**src/sps_pkg.sv**
```systemverilog
// shared types and constants of the servo pluck sequencer
package sps_pkg;

    // item operation codes
    typedef enum logic [1:0] {
        OP_TICK  = 2'd0,
        OP_PLUCK = 2'd1,
        OP_MUTE  = 2'd2,
        OP_LOAD  = 2'd3
    } op_t;

    // configuration register indexes
    localparam logic [2:0] CFG_PLUCK_ANGLE  = 3'd0;
    localparam logic [2:0] CFG_OPEN_WAIT    = 3'd1;
    localparam logic [2:0] CFG_CLOSE_WAIT   = 3'd2;
    localparam logic [2:0] CFG_IDLE_TIMEOUT = 3'd3;
    localparam logic [2:0] CFG_PULSE_MIN    = 3'd4;
    localparam logic [2:0] CFG_PULSE_MAX    = 3'd5;
    localparam logic [2:0] CFG_PWM_FREQ     = 3'd6;

    // init sequence phases
    typedef enum logic [4:0] {
        PH_OPENING    = 5'b00001,
        PH_WAIT_OPEN  = 5'b00010,
        PH_CLOSING    = 5'b00100,
        PH_WAIT_CLOSE = 5'b01000,
        PH_COMPLETE   = 5'b10000
    } phase_t;

    // serial arithmetic sequencer states
    typedef enum logic [6:0] {
        SQ_IDLE  = 7'b0000001,
        SQ_MUL1  = 7'b0000010,
        SQ_DIV1  = 7'b0000100,
        SQ_PULSE = 7'b0001000,
        SQ_MUL2  = 7'b0010000,
        SQ_SCALE = 7'b0100000,
        SQ_DIV2  = 7'b1000000
    } seq_t;

    // field and register widths
    localparam int CFG_W   = 24;
    localparam int PLUCK_W = 7;
    localparam int WAIT_W  = 16;
    localparam int IDLE_W  = 24;
    localparam int PULSE_W = 15;
    localparam int FREQ_W  = 11;
    localparam int CNT_W   = 12;
    localparam int TGT_W   = 11;
    localparam int ACC_W   = 26;
    localparam int REM_W   = 14;
    localparam int QUO_W   = 15;
    localparam int STEP_W  = 5;

    // register reset values
    localparam logic [PLUCK_W-1:0] PLUCK_RESET   = 7'd20;
    localparam logic [WAIT_W-1:0]  OPEN_RESET    = 16'd300;
    localparam logic [WAIT_W-1:0]  CLOSE_RESET   = 16'd300;
    localparam logic [IDLE_W-1:0]  TIMEOUT_RESET = 24'd5000;
    localparam logic [PULSE_W-1:0] PMIN_RESET    = 15'd500;
    localparam logic [PULSE_W-1:0] PMAX_RESET    = 15'd2500;
    localparam logic [FREQ_W-1:0]  FREQ_RESET    = 11'd50;
    localparam logic [7:0]         REST_RESET    = 8'd90;

    // angle range floor
    localparam int ANGLE_MIN = 0;

    // serial step counts
    localparam int MUL_STEPS = 11;
    localparam int DIV_STEPS = 26;

    // count = pulse * freq * 4096 / 1e6 = (pulse * freq * 64) / 15625
    localparam logic [REM_W-1:0] PWM_DIVISOR = 14'd15625;
    localparam logic [ACC_W-1:0] PWM_SAT     = 26'd1000000;
    localparam int               PWM_SHIFT   = 6;
    localparam logic [CNT_W-1:0] CNT_MAX     = 12'd4095;

endpackage

```
**src/servo_pluck_sequencer_core.sv**
```systemverilog
// servo pluck sequencer: init sequence, pluck/mute/load handling, serial pwm mapping
//
//  channel  | handshake          | payload
//  ---------+--------------------+----------------------------------------------
//  config   | cfg_we             | cfg_index, cfg_data
//  input    | in_valid/in_ready  | op, servo, angle
//  output   | out_valid/out_ready| write_valid, channel, pwm_count,
//           |                    | outputs_enabled, init_done, bad_index
//
// a word that issues no pwm write gives its result registered, in the cycle after acceptance
// a word that writes a channel runs the bit-serial unit: 11 multiply steps,
// 26 divide steps, a pulse step, 11 multiply steps, a scale step and 26 divide
// steps; when the count saturates at 4095 the run ends at the scale step
// reset acts only on control and config registers; rest angles come up at 90 degrees
// the output register holds a result while out_ready is low; a new word is
// taken once the serial unit is idle and the output register is free or draining
module servo_pluck_sequencer_core
    import sps_pkg::*;
#(
    parameter int NUM_CHANNELS = 16,
    parameter int ANGLE_MAX    = 180
)(
    input  logic             clk,
    input  logic             rst_n,
    input  logic             cfg_we,
    input  logic [2:0]       cfg_index,
    input  logic [CFG_W-1:0] cfg_data,
    input  logic             in_valid,
    output logic             in_ready,
    input  logic [1:0]       op,
    input  logic [7:0]       servo,
    input  logic [7:0]       angle,
    output logic             out_valid,
    input  logic             out_ready,
    output logic             write_valid,
    output logic [3:0]       channel,
    output logic [CNT_W-1:0] pwm_count,
    output logic             outputs_enabled,
    output logic             init_done,
    output logic             bad_index
);

    localparam int CH_W  = (NUM_CHANNELS > 1) ? $clog2(NUM_CHANNELS) : 1;
    localparam int ANG_W = $clog2(ANGLE_MAX + 1);
    localparam logic [CH_W-1:0]         LAST_CH    = CH_W'(NUM_CHANNELS - 1);
    localparam logic [7:0]              NUM_CH_B   = 8'(NUM_CHANNELS);
    localparam logic [REM_W-1:0]        ANGLE_SPAN = REM_W'(ANGLE_MAX - ANGLE_MIN);
    localparam logic signed [TGT_W-1:0] TGT_MIN    = TGT_W'(ANGLE_MIN);
    localparam logic signed [TGT_W-1:0] TGT_MAX    = TGT_W'(ANGLE_MAX);
    localparam logic [8:0]              LOAD_MAX   = 9'(ANGLE_MAX);
    localparam logic [STEP_W-1:0]       MUL_LAST   = STEP_W'(MUL_STEPS - 1);
    localparam logic [STEP_W-1:0]       DIV_LAST   = STEP_W'(DIV_STEPS - 1);

    // configuration registers
    logic [PLUCK_W-1:0] pluck_angle_reg;
    logic [WAIT_W-1:0]  open_wait_reg;
    logic [WAIT_W-1:0]  close_wait_reg;
    logic [IDLE_W-1:0]  idle_timeout_reg;
    logic [PULSE_W-1:0] pulse_min_reg;
    logic [PULSE_W-1:0] pulse_max_reg;
    logic [FREQ_W-1:0]  pwm_freq_reg;

    // sequencer state
    phase_t                  phase_reg, phase_next;
    logic [CH_W-1:0]         init_ch_reg, init_ch_next;
    logic [WAIT_W-1:0]       wait_reg, wait_next;
    logic [IDLE_W-1:0]       idle_reg, idle_next;
    logic                    enabled_reg, enabled_next;
    logic [NUM_CHANNELS-1:0] toggle_reg, toggle_next;
    logic [7:0]              rest_reg [NUM_CHANNELS];

    // serial arithmetic unit
    seq_t               seq_reg, seq_next;
    logic [STEP_W-1:0]  step_reg, step_next;
    logic [ACC_W-1:0]   mcand_reg, mcand_next;
    logic [FREQ_W-1:0]  mplier_reg, mplier_next;
    logic [ACC_W-1:0]   acc_reg, acc_next;
    logic [REM_W-1:0]   rem_reg, rem_next;
    logic [QUO_W-1:0]   quo_reg, quo_next;
    logic               span_neg_reg, span_neg_next;
    logic [3:0]         wr_ch_reg, wr_ch_next;

    // output register
    logic               out_valid_reg, out_valid_next;
    logic               write_valid_reg, write_valid_next;
    logic [3:0]         channel_reg, channel_next;
    logic [CNT_W-1:0]   pwm_count_reg, pwm_count_next;
    logic               en_out_reg, en_out_next;
    logic               done_out_reg, done_out_next;
    logic               bad_out_reg, bad_out_next;

    // decode and datapath helpers
    op_t                      op_c;
    logic                     accept;
    logic                     servo_bad;
    logic [CH_W-1:0]          idx;
    logic [CH_W-1:0]          sel_idx;
    logic [7:0]               rest_sel;
    logic                     use_offset;
    logic                     go_up;
    logic signed [TGT_W-1:0]  rest_ext;
    logic signed [TGT_W-1:0]  pluck_ext;
    logic signed [TGT_W-1:0]  tgt;
    logic [ANG_W-1:0]         tgt_clamped;
    logic                     span_neg;
    logic [PULSE_W-1:0]       span_mag;
    logic [PULSE_W-1:0]       pulse_val;
    logic [IDLE_W-1:0]        idle_inc;
    logic [WAIT_W-1:0]        wait_inc;
    logic [WAIT_W-1:0]        wait_limit;
    logic [7:0]               rest_wdata;
    logic                     rest_we;
    logic [REM_W-1:0]         divisor;
    logic [REM_W:0]           rem_shift;
    logic [REM_W:0]           rem_sub;
    logic                     div_ge;

    // handshake
    assign accept    = in_valid && in_ready;
    assign in_ready  = (seq_reg == SQ_IDLE) && (!out_valid_reg || out_ready);
    assign out_valid = out_valid_reg;

    assign write_valid     = write_valid_reg;
    assign channel         = channel_reg;
    assign pwm_count       = pwm_count_reg;
    assign outputs_enabled = en_out_reg;
    assign init_done       = done_out_reg;
    assign bad_index       = bad_out_reg;

    // item decode
    assign op_c      = op_t'(op);
    assign servo_bad = (servo >= NUM_CH_B);
    assign idx       = servo[CH_W-1:0];
    assign sel_idx   = (op_c == OP_TICK) ? init_ch_reg : idx;
    assign rest_sel  = rest_reg[sel_idx];

    // target angle: rest, or rest offset up or down by the pluck angle
    assign use_offset = ((op_c == OP_TICK) && (phase_reg == PH_OPENING)) ||
                        (op_c == OP_PLUCK);
    assign go_up      = (op_c == OP_TICK) ? !init_ch_reg[0] : (toggle_reg[idx] ^ idx[0]);
    assign rest_ext   = $signed({3'b000, rest_sel});
    assign pluck_ext  = $signed({4'b0000, pluck_angle_reg});
    assign tgt        = !use_offset ? rest_ext :
                        go_up ? (rest_ext + pluck_ext) : (rest_ext - pluck_ext);
    assign tgt_clamped = (tgt < TGT_MIN) ? ANG_W'(ANGLE_MIN) :
                         (tgt > TGT_MAX) ? ANG_W'(ANGLE_MAX) : ANG_W'(tgt);

    // pulse span magnitude and sign
    assign span_neg = (pulse_max_reg < pulse_min_reg);
    assign span_mag = span_neg ? (pulse_min_reg - pulse_max_reg)
                               : (pulse_max_reg - pulse_min_reg);
    assign pulse_val = span_neg_reg ? (pulse_min_reg - quo_reg) : (pulse_min_reg + quo_reg);

    // saturating counters
    assign idle_inc   = (idle_reg != '1) ? (idle_reg + 1'b1) : idle_reg;
    assign wait_inc   = (wait_reg != '1) ? (wait_reg + 1'b1) : wait_reg;
    assign wait_limit = (phase_reg == PH_WAIT_OPEN) ? open_wait_reg : close_wait_reg;

    // rest angle load saturates at the angle ceiling
    assign rest_wdata = ({1'b0, angle} > LOAD_MAX) ? 8'(ANGLE_MAX) : angle;

    // restoring divide step, one quotient bit per cycle
    assign divisor   = (seq_reg == SQ_DIV1) ? ANGLE_SPAN : PWM_DIVISOR;
    assign rem_shift = {rem_reg, acc_reg[ACC_W-1]};
    assign rem_sub   = rem_shift - {1'b0, divisor};
    assign div_ge    = (rem_shift >= {1'b0, divisor});

    // next-state logic
    always_comb
    begin
        phase_next       = phase_reg;
        init_ch_next     = init_ch_reg;
        wait_next        = wait_reg;
        idle_next        = idle_reg;
        enabled_next     = enabled_reg;
        toggle_next      = toggle_reg;
        rest_we          = 1'b0;
        seq_next         = seq_reg;
        step_next        = step_reg;
        mcand_next       = mcand_reg;
        mplier_next      = mplier_reg;
        acc_next         = acc_reg;
        rem_next         = rem_reg;
        quo_next         = quo_reg;
        span_neg_next    = span_neg_reg;
        wr_ch_next       = wr_ch_reg;
        out_valid_next   = out_valid_reg && !out_ready;
        write_valid_next = write_valid_reg;
        channel_next     = channel_reg;
        pwm_count_next   = pwm_count_reg;
        en_out_next      = en_out_reg;
        done_out_next    = done_out_reg;
        bad_out_next     = bad_out_reg;

        unique case (seq_reg)
            SQ_IDLE:
            begin
                if (accept)
                begin
                    // item handling
                    if (op_c == OP_TICK)
                    begin
                        idle_next = idle_inc;
                        unique case (phase_reg)
                            PH_OPENING:
                            begin
                                wait_next  = '0;
                                phase_next = PH_WAIT_OPEN;
                            end
                            PH_CLOSING:
                            begin
                                wait_next  = '0;
                                phase_next = PH_WAIT_CLOSE;
                            end
                            PH_WAIT_OPEN, PH_WAIT_CLOSE:
                            begin
                                wait_next = wait_inc;
                                if (wait_inc >= wait_limit)
                                begin
                                    if (init_ch_reg == LAST_CH)
                                    begin
                                        init_ch_next = '0;
                                        if (phase_reg == PH_WAIT_OPEN)
                                        begin
                                            phase_next = PH_CLOSING;
                                        end
                                        else
                                        begin
                                            enabled_next = 1'b0;
                                            phase_next   = PH_COMPLETE;
                                        end
                                    end
                                    else
                                    begin
                                        init_ch_next = init_ch_reg + 1'b1;
                                        phase_next   = (phase_reg == PH_WAIT_OPEN) ?
                                                       PH_OPENING : PH_CLOSING;
                                    end
                                end
                            end
                            default:
                            begin
                                if (enabled_reg && (idle_inc >= idle_timeout_reg))
                                begin
                                    enabled_next = 1'b0;
                                end
                            end
                        endcase
                    end
                    else if (!servo_bad)
                    begin
                        if (op_c == OP_LOAD)
                        begin
                            rest_we = 1'b1;
                        end
                        else
                        begin
                            enabled_next = 1'b1;
                            idle_next    = '0;
                            if (op_c == OP_PLUCK)
                            begin
                                toggle_next[idx] = ~toggle_reg[idx];
                            end
                        end
                    end

                    // start the serial mapping or give the result at once
                    if (((op_c == OP_TICK) &&
                         ((phase_reg == PH_OPENING) || (phase_reg == PH_CLOSING))) ||
                        (((op_c == OP_PLUCK) || (op_c == OP_MUTE)) && !servo_bad))
                    begin
                        seq_next      = SQ_MUL1;
                        step_next     = '0;
                        mcand_next    = ACC_W'(span_mag);
                        mplier_next   = FREQ_W'(tgt_clamped);
                        acc_next      = '0;
                        span_neg_next = span_neg;
                        wr_ch_next    = 4'(sel_idx);
                    end
                    else
                    begin
                        out_valid_next   = 1'b1;
                        write_valid_next = 1'b0;
                        channel_next     = '0;
                        pwm_count_next   = '0;
                        en_out_next      = enabled_next;
                        done_out_next    = (phase_next == PH_COMPLETE);
                        bad_out_next     = (op_c != OP_TICK) && servo_bad;
                    end
                end
            end

            // shift-add multiply, one multiplier bit per cycle
            SQ_MUL1, SQ_MUL2:
            begin
                if (mplier_reg[0])
                begin
                    acc_next = acc_reg + mcand_reg;
                end
                mcand_next  = mcand_reg << 1;
                mplier_next = mplier_reg >> 1;
                step_next   = step_reg + 1'b1;
                if (step_reg == MUL_LAST)
                begin
                    step_next = '0;
                    rem_next  = '0;
                    quo_next  = '0;
                    seq_next  = (seq_reg == SQ_MUL1) ? SQ_DIV1 : SQ_SCALE;
                end
            end

            // restoring divide over the accumulator bits
            SQ_DIV1, SQ_DIV2:
            begin
                rem_next  = div_ge ? REM_W'(rem_sub) : REM_W'(rem_shift);
                acc_next  = acc_reg << 1;
                quo_next  = {quo_reg[QUO_W-2:0], div_ge};
                step_next = step_reg + 1'b1;
                if (step_reg == DIV_LAST)
                begin
                    step_next = '0;
                    if (seq_reg == SQ_DIV1)
                    begin
                        seq_next = SQ_PULSE;
                    end
                    else
                    begin
                        seq_next         = SQ_IDLE;
                        out_valid_next   = 1'b1;
                        write_valid_next = 1'b1;
                        channel_next     = wr_ch_reg;
                        pwm_count_next   = {quo_reg[CNT_W-2:0], div_ge};
                        en_out_next      = enabled_reg;
                        done_out_next    = (phase_reg == PH_COMPLETE);
                        bad_out_next     = 1'b0;
                    end
                end
            end

            // pulse width ready, set up pulse times frequency
            SQ_PULSE:
            begin
                mcand_next  = ACC_W'(pulse_val);
                mplier_next = pwm_freq_reg;
                acc_next    = '0;
                step_next   = '0;
                seq_next    = SQ_MUL2;
            end

            // saturate, or pre-scale by 64 for the final divide
            SQ_SCALE:
            begin
                if (acc_reg >= PWM_SAT)
                begin
                    seq_next         = SQ_IDLE;
                    out_valid_next   = 1'b1;
                    write_valid_next = 1'b1;
                    channel_next     = wr_ch_reg;
                    pwm_count_next   = CNT_MAX;
                    en_out_next      = enabled_reg;
                    done_out_next    = (phase_reg == PH_COMPLETE);
                    bad_out_next     = 1'b0;
                end
                else
                begin
                    acc_next  = acc_reg << PWM_SHIFT;
                    rem_next  = '0;
                    quo_next  = '0;
                    step_next = '0;
                    seq_next  = SQ_DIV2;
                end
            end

            default:
            begin
                seq_next = SQ_IDLE;
            end
        endcase
    end

    // configuration registers
    always_ff @(posedge clk or negedge rst_n)
    begin
        if (!rst_n)
        begin
            pluck_angle_reg  <= PLUCK_RESET;
            open_wait_reg    <= OPEN_RESET;
            close_wait_reg   <= CLOSE_RESET;
            idle_timeout_reg <= TIMEOUT_RESET;
            pulse_min_reg    <= PMIN_RESET;
            pulse_max_reg    <= PMAX_RESET;
            pwm_freq_reg     <= FREQ_RESET;
        end
        else if (cfg_we)
        begin
            unique case (cfg_index)
                CFG_PLUCK_ANGLE:  pluck_angle_reg  <= cfg_data[PLUCK_W-1:0];
                CFG_OPEN_WAIT:    open_wait_reg    <= cfg_data[WAIT_W-1:0];
                CFG_CLOSE_WAIT:   close_wait_reg   <= cfg_data[WAIT_W-1:0];
                CFG_IDLE_TIMEOUT: idle_timeout_reg <= cfg_data[IDLE_W-1:0];
                CFG_PULSE_MIN:    pulse_min_reg    <= cfg_data[PULSE_W-1:0];
                CFG_PULSE_MAX:    pulse_max_reg    <= cfg_data[PULSE_W-1:0];
                CFG_PWM_FREQ:     pwm_freq_reg     <= cfg_data[FREQ_W-1:0];
                default:
                begin
                end
            endcase
        end
    end

    // control state
    always_ff @(posedge clk or negedge rst_n)
    begin
        if (!rst_n)
        begin
            phase_reg     <= PH_OPENING;
            init_ch_reg   <= '0;
            wait_reg      <= '0;
            idle_reg      <= '0;
            enabled_reg   <= 1'b1;
            toggle_reg    <= '0;
            seq_reg       <= SQ_IDLE;
            step_reg      <= '0;
            out_valid_reg <= 1'b0;
            for (int i = 0; i < NUM_CHANNELS; i++)
            begin
                rest_reg[i] <= REST_RESET;
            end
        end
        else
        begin
            phase_reg     <= phase_next;
            init_ch_reg   <= init_ch_next;
            wait_reg      <= wait_next;
            idle_reg      <= idle_next;
            enabled_reg   <= enabled_next;
            toggle_reg    <= toggle_next;
            seq_reg       <= seq_next;
            step_reg      <= step_next;
            out_valid_reg <= out_valid_next;
            if (rest_we)
            begin
                rest_reg[idx] <= rest_wdata;
            end
        end
    end

    // serial datapath and output word
    always_ff @(posedge clk)
    begin
        mcand_reg       <= mcand_next;
        mplier_reg      <= mplier_next;
        acc_reg         <= acc_next;
        rem_reg         <= rem_next;
        quo_reg         <= quo_next;
        span_neg_reg    <= span_neg_next;
        wr_ch_reg       <= wr_ch_next;
        write_valid_reg <= write_valid_next;
        channel_reg     <= channel_next;
        pwm_count_reg   <= pwm_count_next;
        en_out_reg      <= en_out_next;
        done_out_reg    <= done_out_next;
        bad_out_reg     <= bad_out_next;
    end

endmodule
```
**config.mk**
```make
export PLATFORM = sky130hd
export DESIGN_NAME = servo_pluck_sequencer_core
export DESIGN_NICKNAME = d
export VERILOG_FILES = /design/src/sps_pkg.sv /design/src/servo_pluck_sequencer_core.sv
export SDC_FILE = /design/constraint.sdc
export NUM_CORES = 1
export LEC_CHECK = 0
export BUFFER_PORTS_ARGS = -buffer_cell sky130_fd_sc_hd__buf_2
export CAP_MARGIN = 40
export CORE_MARGIN = 2
export CORE_UTILIZATION = 30
export DETAILED_ROUTE_END_ITERATION = 10
export HOLD_SLACK_MARGIN = 0.03
export PLACE_DENSITY = 0.48
export SETUP_SLACK_MARGIN = 0.4
export SLEW_MARGIN = 20
export SYNTH_ARGS = -nofsm -noshare
export SYNTH_HDL_FRONTEND = slang
export SYNTH_SLANG_ARGS = --single-unit
```
**constraint.sdc**
```tcl
create_clock -name clk -period 6 [get_ports clk]
set_input_delay 0.9 -clock clk [delete_from_list [all_inputs] [get_ports clk]]
set_output_delay 0.9 -clock clk [all_outputs]
set_load 0.05 [all_outputs]
```
# Yosys cells after proc, flatten, opt, wreduce, memory -nomap -nowiden
# Cells that the tools add are included.
[classes]
reduce_logical = 50
eq_ne = 38
magnitude_cmp = 14
n_addsub = 12
n_bitwise = 7
mux = 124
[ops]
columns = ["cell", "count"]
rows = [
  ["two-way mux 26 bit", 6],
  ["one-hot mux 26 bit (5 select lines)", 1],
  ["bitwise mux 128 bit", 1],
  ["two-way mux 24 bit", 4],
  ["one-hot mux 26 bit (3 select lines)", 1],
  ["two-way mux 12 bit", 5],
  ["two-way mux 15 bit", 4],
  ["two-way mux 14 bit", 4],
  ["two-way mux 5 bit", 11],
  ["two-way mux 8 bit", 6],
  ["one-hot mux 15 bit (3 select lines)", 1],
  ["subtractor 15 bit", 3],
  ["two-way mux 11 bit", 4],
  ["one-hot mux 14 bit (3 select lines)", 1],
  ["two-way mux 1 bit", 40],
  ["one-hot mux 12 bit (3 select lines)", 1],
  ["two-way mux 7 bit", 5],
  ["one-hot mux 7 bit (5 select lines)", 1],
  ["one-hot mux 11 bit (3 select lines)", 1],
  ["binary-select mux 8 bit (select 4 bit)", 1],
  ["demux 8 bit (select 4 bit)", 1],
  ["two-way mux 16 bit", 2],
  ["two-way mux 4 bit", 8],
  ["one-hot mux 16 bit (2 select lines)", 1],
  ["other kinds (71)", 132],
]
[word_totals]
reg_bits = 428
in_bits = 50

# Logic depth before layout (Yosys ltp)
# Gate-level depths: netlist (run 1).
[logic_depth]
depth_word = 15
depth_mapped = 25
depth_no_buf = 22

# Least setup slack after synthesis (run 1)
# OpenSTA, ideal clock, no wires.
[synth_timing]
kind = "input-to-reg"
startpoint = "input op[0]"
endpoint = "register mplier_reg[1], data pin"
t_arrival_ns = 5.596
t_required_ns = 5.855
path_buffers = 4
slack_ns = 0.259
cell_stages = 22
path_cell_list = "inv_1 > ha_1 > buf_4 > nand2_2 > a21boi_2 > buf_6 > buf_4 > buf_2 > mux4_2 > o22ai_1 > a31oi_1 > ha_1 > nand2b_1 > a21oi_1 > o221ai_1 > a2111oi_0 > a21oi_1 > xor2_1 > or3b_4 > or4b_1 > a211o_1 > o21ai_1"
[synth_via]
elab_chain_cells = 15
word_cells_on_any_way = 21
cone_classes = "2 x add/sub; 2 x order compare; 1 x eq/ne; 12 x mux; 1 x bitwise; 3 x reduce/logical"
[synth_rtl]
columns = ["element", "line_no", "source"]
rows = [
  ["start, declared", "servo_pluck_sequencer_core.sv:30", "input logic [1:0] op,"],
  ["logical NOT 2 bit", "servo_pluck_sequencer_core.sv:134, servo_pluck_sequencer_core.sv:138, servo_pluck_sequencer_core.sv:140", ""],
  ["two-way mux 4 bit", "servo_pluck_sequencer_core.sv:134", "assign sel_idx = (op_c == OP_TICK) ? init_ch_reg : idx;"],
  ["inverter 4 -> 5 bit (not written as such)", "servo_pluck_sequencer_core.sv:135", "assign rest_sel = rest_reg[sel_idx];"],
  ["binary-select mux 8 bit (select 4 bit)", "servo_pluck_sequencer_core.sv:135", ""],
  ["two-way mux 8 bit (not written as such) (2 in a row)", "servo_pluck_sequencer_core.sv:135", ""],
  ["subtractor 8 x 7 -> 9 bit / adder 8 x 7 -> 9 bit (equally long branches)", "servo_pluck_sequencer_core.sv:144", "go_up ? (rest_ext + pluck_ext) : (rest_ext - pluck_ext);"],
  ["two-way mux 11 bit", "servo_pluck_sequencer_core.sv:144", ""],
  ["two-way mux 11 bit (*)", "servo_pluck_sequencer_core.sv:143", "assign tgt = !use_offset ? rest_ext :"],
  ["> comparator 11 x 9 -> 1 bit", "servo_pluck_sequencer_core.sv:146", "(tgt > TGT_MAX) ? ANG_W'(ANGLE_MAX) : ANG_W'(tgt);"],
  ["two-way mux 8 bit", "servo_pluck_sequencer_core.sv:146", ""],
  ["two-way mux 8 bit (*)", "servo_pluck_sequencer_core.sv:145", "assign tgt_clamped = (tgt < TGT_MIN) ? ANG_W'(ANGLE_MIN) :"],
  ["two-way mux 11 bit (*)", "servo_pluck_sequencer_core.sv:268", "if (((op_c == OP_TICK) &&"],
  ["two-way mux 11 bit (*)", "servo_pluck_sequencer_core.sv:198", "if (accept)"],
  ["one-hot mux 11 bit (3 select lines) (*)", "servo_pluck_sequencer_core.sv:195", "unique case (seq_reg)"],
  ["named net mplier_next[1]", "servo_pluck_sequencer_core.sv:76", "logic [FREQ_W-1:0] mplier_reg, mplier_next;"],
  ["end signal, assigned", "servo_pluck_sequencer_core.sv:452", "mplier_reg <= mplier_next;"],
  ["end, declared", "servo_pluck_sequencer_core.sv:76", ""],
]
# The timed path passes the listed nets; every way through them passes the cells marked *. The select of a mux whose other input is x is not followed.
# A chain may end at the register's enable or synchronous reset.

# Final worst setup path (run 1)
[layout_timing]
startpoint = "input op[1]"
endpoint = "register mplier_reg[0], data pin"
# Same word-level chain as after synthesis.

==> flow_metrics.env, run 1 <==
export IMPL_clkLatencyLatePin_ns=0.64
export IMPL_grt_overflow=0
export IMPL_core_area_sq_um=82400
export IMPL_die_area_sq_um=85800
export IMPL_synth_cell_area_sq_um=25100
export IMPL_critical_path_buf_inv_count=3
export IMPL_synth_top_area_cell="dfrtp_1"
export IMPL_yosys_top_cells_area="dfrtp_1 21%, edfxtp_1 14%, dfstp_2 10%, ha_1 7.3%, mux2_2 5.6%"
export IMPL_slowest_stage="or4b_1"
export IMPL_critPathTopFamily="compound AO/OA/AOI/OAI gates"
export IMPL_worst_pin_slew_ns=0.898
export IMPL_ys_seq_area_share_pct=45.6
export IMPL_fmax_ghz=0.189
export IMPL_setup_viol=0
export IMPL_ys_warn_count=0
export IMPL_p_per_area_nw_per_um2=330
export IMPL_stdcell_area_sq_um=28800
export IMPL_path_class="input pin to flop"
export IMPL_relSlewSlack_pct=40.1
export IMPL_cap_violations=0
export IMPL_tritoncts="done"
export IMPL_clockRootBuffer="clkbuf_16"
export IMPL_drive_gt1_share_pct=20.0
export IMPL_peakVddDrop_mv=0.217
export IMPL_stdcell_count=3609
export IMPL_row_count=105
export IMPL_path_max_fanout=23
export IMPL_synth_top_area_share_pct=21.5
export IMPL_cp_start_kind="input pin"
export IMPL_start_util_pct=30.4
export IMPL_fin_nets=2697
export IMPL_dieWidth_microns=293
export IMPL_dp_cells=3505
export IMPL_ant_nets=0
export IMPL_wire_per_inst_microns=18.7
export IMPL_timing_hold_ws_ns=0.291
export IMPL_placed_area_sq_um=26800
export IMPL_worstPathCellList="buf_2 -> inv_1 -> ha_4 -> mux2i_4 -> inv_8 -> mux4_2 -> mux2i_1 -> mux2i_1 -> ha_1 -> a21oi_2 -> o221ai_1 -> a2111oi_2 -> a21oi_1 -> xor2_1 -> or3b_4 -> or4b_1 -> a211o_1 -> o21ai_1"
export IMPL_clk_pin_slew_ns=0.06
export IMPL_cp_end_kind="flop"
export IMPL_min_path_type="input pin to asynchronous set/reset pin"
export IMPL_arrival_ns=5.72
export IMPL_fin_crit_sh_pct=88.0
export IMPL_syn_mean_instance_area_sq_um=10.3
export IMPL_ys_ff_latch=428
export IMPL_grt_setup_unrepaired="no"
export IMPL_hold_viol=0
export IMPL_grt_pass1_wl_mm=107
export IMPL_drc_errors=0
export IMPL_die_y_microns=293
export IMPL_area_growth_pct=14.8
export IMPL_vias=18438
export IMPL_grt_pass1_vias=18582
export IMPL_gp_congestion=0.852
export IMPL_htree_levels=2
export IMPL_num_io_pins=72
export IMPL_async_reset_ff_share_pct=72.7
export IMPL_cts_num_sinks=428
export IMPL_final_max_slew_viol_count=0
export IMPL_worst_ep_required_time_ns=6.44
export IMPL_antenna_found_initial=1
export IMPL_synthesis_nets=2637
export IMPL_synth_most_common_cell="nand2_1"
export IMPL_cts_setup_buffers=0
export IMPL_drt_vias_per_instance=5.11
export IMPL_hpwl_mm=48.6
export IMPL_drtIter0Drc=1005
export IMPL_status="finished, final reports clean"
export IMPL_synth_commonest_cells="275 x nand2_1, 244 x o21ai_0, 215 x dfrtp_1"
export IMPL_io_buffers=71
export IMPL_cts_made_buffers=53
export IMPL_synth_cell_types=84
export IMPL_clk_path_buf_depth=3
export IMPL_routed_wl_mm=67.5
export IMPL_grt_max_degree=154
export IMPL_p_total_mw=9.49
export IMPL_fill_cells=8238
export IMPL_clock_skew_final_ns=0.0573
export IMPL_cellLeakagePower_nw=12.1
export IMPL_synth_edf_count=117
export IMPL_crit_top_cell="mux2i_1"
export IMPL_grt_usage_pct=15.7
export IMPL_ys_flop_type="dfrtp_1"
export IMPL_drt_pre_antenna_iters=5
export IMPL_slowest_delay_ns=0.52
export IMPL_period_needed_ns=5.28
export IMPL_synthCells=2434
export IMPL_largest_reg_flops=128
## through the flow
stage	worst slack, ns	utilization, %	TNS (ns)
final	0.720	34.9	0
after global routing	0.432	34.9	0
after CTS	0.558	34.8	0
after detailed placement	-0.0582	32.5	-0.0956
after global placement	0.0288	32.4	0
after floorplan	0.402	-	0
## cell usage in the layout (no fill, tap or decap), drive strengths merged, types with 13 or more instances in the layout
cell type	count
nand2	276
o21ai	252
dfrtp	215
nor2	147
ha	147
mux2	125
buf	119
edfxtp	117
a21oi	113
inv	103
dfstp	96
xnor2	74
clkbuf	66
mux2i	54
a21o	52
nand3	40
xor2	40
nor3	40
and2	37
a22oi	36
mux4	35
nand2b	33
nor2b	31
a22o	21
nand4	20
a31oi	19
and3	18
nor4	17
or2	17
clkinv	14
o31ai	13
## path summary, 6_finish.rpt
| path | slack [ns] | cells after the start | start | end |
|---|---|---|---|---|
| setup / recovery | 0.72 | 18 | op[1] | mplier_reg[0] |
| hold / removal | 0.29 | 1 | rst_n | pulse_min_reg[14] |
| setup reg to reg | 1.04 | 16 | init_ch_reg[0] | mplier_reg[0] |
| hold reg to reg | 0.48 | 2 | rest_reg[73] | rest_reg[73] |
| max in group asynchronous | 4.37 | 2 | rst_n | rest_reg[15] |
| min in group clk | 0.48 | 2 | rest_reg[73] | rest_reg[73] |
## what timing repair did
action | 4_1_cts | 5_1_grt
endpoints found under the setup margin | 0 | 2
gates resized for setup | 0 | 7
hold buffers | 0 | 0
## final cells by class
cell class	count	area, sq um	share of cell area [%]
clock buffers	66	1450	5.03
multi-input cells	1791	12900	44.9
diodes	2	5.00	0.0174
clock inverters	32	437	1.52
inverters	101	387	1.34
flip-flops and latches	428	11400	39.7
well taps	1070	1340	4.65
repair buffers	119	825	2.87
## where the power goes
group	leakage [nW]	switching [mW]	total [mW]	internal, mW
Clock	0.898	1.36	3.43	2.07
Sequential	4.88	0.227	3.64	3.41
Combinational	6.35	1.47	2.43	0.959
Total	12.1	3.06	9.49	6.44
## cells by family after synthesis
family | Yosys count | synth area share (%)
buffers and inverters | 215 | 3.42
AO/OA/AOI/OAI | 591 | 14.5
flip-flops | 428 | 45.6
adder cells (fa/ha/maj) | 153 | 7.82
XOR/XNOR | 114 | 3.99
AND/OR/NAND/NOR | 719 | 13.7
multiplexers | 214 | 11.1
## per-layer routing
layer / vias up / share of wire, % / track usage, %
li1: 8886 / - / -
met1: 9119 / 48 / 22.2
met2: 346 / 45 / 24.9
met3: 87 / 4.2 / 2.41
met4: 0 / 2.6 / 4.75
met5: - / 0 / 0
Note: power is estimated with default switching activity, not from simulation.
==> run 2: changes to the inputs <==
--- a/config.mk
+++ b/config.mk
@@ -8,10 +8,10 @@
 export BUFFER_PORTS_ARGS = -buffer_cell sky130_fd_sc_hd__buf_2
 export CAP_MARGIN = 40
 export CORE_MARGIN = 2
-export CORE_UTILIZATION = 30
+export CORE_UTILIZATION = 40
 export DETAILED_ROUTE_END_ITERATION = 10
 export HOLD_SLACK_MARGIN = 0.03
-export PLACE_DENSITY = 0.48
+export PLACE_DENSITY = 0.59
 export SETUP_SLACK_MARGIN = 0.4
 export SLEW_MARGIN = 20
 export SYNTH_ARGS = -nofsm -noshare
==> run 2 against run 1 <==
  * Via count barely moved
  * Flip-flop and latch count unchanged
  * Final cell count decreased by 6.7%
==> flow_metrics.env, run 2 (synthesis gave the netlist of run 1 again) <==
export IMPL_status="finished, final reports clean"
export IMPL_row_count=91
export IMPL_gp_congestion=0.860
export IMPL_cts_num_sinks=428
export IMPL_path_max_fanout=23
export IMPL_clk_path_buf_depth=3
export IMPL_relSlewSlack_pct=34.1
export IMPL_io_buffers=71
export IMPL_diodes=0
export IMPL_routed_wl_mm=62.3
export IMPL_power_share_switching_pct=32.1
export IMPL_power_switching_mw=2.99
export IMPL_worst_ep_required_time_ns=6.44
export IMPL_final_common_cell="nand2_1"
export IMPL_antenna_found_initial=2
export IMPL_clkLatencyLatePin_ns=0.63
export IMPL_p_seq_share_pct=39.0
export IMPL_vias=18435
export IMPL_intPower_mw=6.32
export IMPL_hpwl_mm=45.1
export IMPL_combPwrFrac_pct=25.7
export IMPL_finalSetupTns_ns=0
export IMPL_die_y_microns=254
export IMPL_placed_area_sq_um=26500
export IMPL_arrival_ns=5.72
export IMPL_drc_errors=0
export IMPL_grt_pass1_vias=18327
export IMPL_min_path_type="input pin to asynchronous set/reset pin"
export IMPL_fill_cells=5753
export IMPL_dieWidth_microns=254
export IMPL_stdcell_area_sq_um=28300
export IMPL_period_needed_ns=5.28
export IMPL_layout_common_cells="275 x nand2_1, 242 x o21ai_0, 215 x dfrtp_1"
export IMPL_htree_levels=2
export IMPL_drive_gt1_share_pct=19.6
export IMPL_tritoncts="done"
export IMPL_grt_max_degree=172
export IMPL_cellLeakagePower_nw=12.1
export IMPL_drt_pre_antenna_iters=5
export IMPL_cts_made_buffers=51
export IMPL_fin_nets=2691
export IMPL_clock_skew_final_ns=0.0364
export IMPL_peakVddDrop_mv=0.209
export IMPL_die_area_sq_um=64600
export IMPL_wire_per_inst_microns=18.5
export IMPL_cp_start_kind="input pin"
export IMPL_grt_overflow=0
export IMPL_largest_reg_flops=128
export IMPL_ant_nets=0
export IMPL_drt_vias_per_instance=5.48
export IMPL_core_area_sq_um=61800
export IMPL_setup_viol=0
export IMPL_grt_setup_unrepaired="no"
export IMPL_grt_usage_pct=19.6
export IMPL_worst_pin_slew_ns=0.989
export IMPL_grt_pass1_wl_mm=100
export IMPL_fmax_ghz=0.190
export IMPL_path_class="input pin to flop"
export IMPL_fin_crit_sh_pct=87.9
export IMPL_clockRootBuffer="clkbuf_16"
export IMPL_drtIter0Drc=1188
export IMPL_start_util_pct=40.5
export IMPL_hold_viol=0
export IMPL_cap_violations=0
export IMPL_cp_end_kind="flop"
export IMPL_clkPwrFrac_pct=35.3
export IMPL_p_per_area_nw_per_um2=330
export IMPL_final_max_slew_viol_count=0
export IMPL_hold_buffers=0
export IMPL_num_io_pins=72
export IMPL_clk_pin_slew_ns=0.06
export IMPL_area_growth_pct=12.8
-- run 2: layer usage --
layer	track usage, %	vias to the layer above	share of wire, %
li1	-	8888	-
met4	5.85	0	2.4
met3	2.69	104	4.2
met1	26.4	9098	46
met5	0	-	0
met2	32.7	345	48
-- run 2: stage by stage --
stage / instances / worst slack, ns / hold slack [ns] / utilization (%) / power, mW
4_1_cts: 3367 / 0.685 / 0.284 / 45.7 / 9.40
5_1_grt: 3367 / 0.446 / 0.312 / 45.7 / 9.81
3_5_place_dp: 3272 / 0.0608 / 0.466 / 42.8 / 6.07
6_report: 3367 / 0.724 / 0.256 / 45.7 / 9.31
3_3_place_gp: 3261 / 0.156 / 0.460 / 42.6 / 6.00
2_1_floorplan: 2434 / 0.402 / 0.445 / - / 5.38
-- run 2: final cells by class --
class | instances | area [sq um] | share of cell area, %
flip-flops and latches | 428 | 11400 | 40.4
clock inverters | 32 | 389 | 1.38
well taps | 837 | 1050 | 3.71
repair buffers | 115 | 752 | 2.66
inverters | 101 | 387 | 1.37
multi-input cells | 1791 | 12900 | 45.6
clock buffers | 63 | 1390 | 4.93
-- run 2: what timing repair did --
action,4_1_cts,5_1_grt
setup buffers,0,0
setup endpoints to repair,0,2
gates resized for setup,0,3
-- run 2: final timing paths --
kind | from | endpoint | slack, ns | cells after the start
worst max-delay path | op[0] | mplier_reg[0] | 0.72 | 20
worst min-delay path | rst_n | rest_reg[39] | 0.26 | 1
worst max register to register | init_ch_reg[0] | mplier_reg[0] | 1.05 | 18
worst min register to register | rest_reg[11] | rest_reg[11] | 0.48 | 2
max in group asynchronous | rst_n | idle_timeout_reg[22] | 4.28 | 2
min in group clk | rest_reg[11] | rest_reg[11] | 0.48 | 2
-- run 2: power by group through the flow --
stage | Sequential (mW) | Combinational, mW | Clock, mW
3_5_place_dp | 3.69 | 2.39 | 0
3_3_place_gp | 3.68 | 2.33 | 0
2_1_floorplan | 3.78 | 1.60 | 0
4_1_cts | 3.63 | 2.40 | 3.36
6_report | 3.63 | 2.40 | 3.28
5_1_grt | 3.67 | 2.67 | 3.47
-- run 2: critical path, stage by stage --
cell and delay, ns:
buf_2 0.12, inv_1 0.09, ha_4 0.23, mux2i_4 0.34, inv_8 0.14, mux4_2 0.36
nand2_1 0.05, and3_1 0.19, a31oi_1 0.41, ha_1 0.26, nand2b_1 0.07, a21oi_2 0.19
o221ai_1 0.20, a2111oi_0 0.41, a21oi_1 0.14, xor2_1 0.19, or3b_4 0.44, or4b_1 0.53
a211o_1 0.29, o21ai_1 0.13
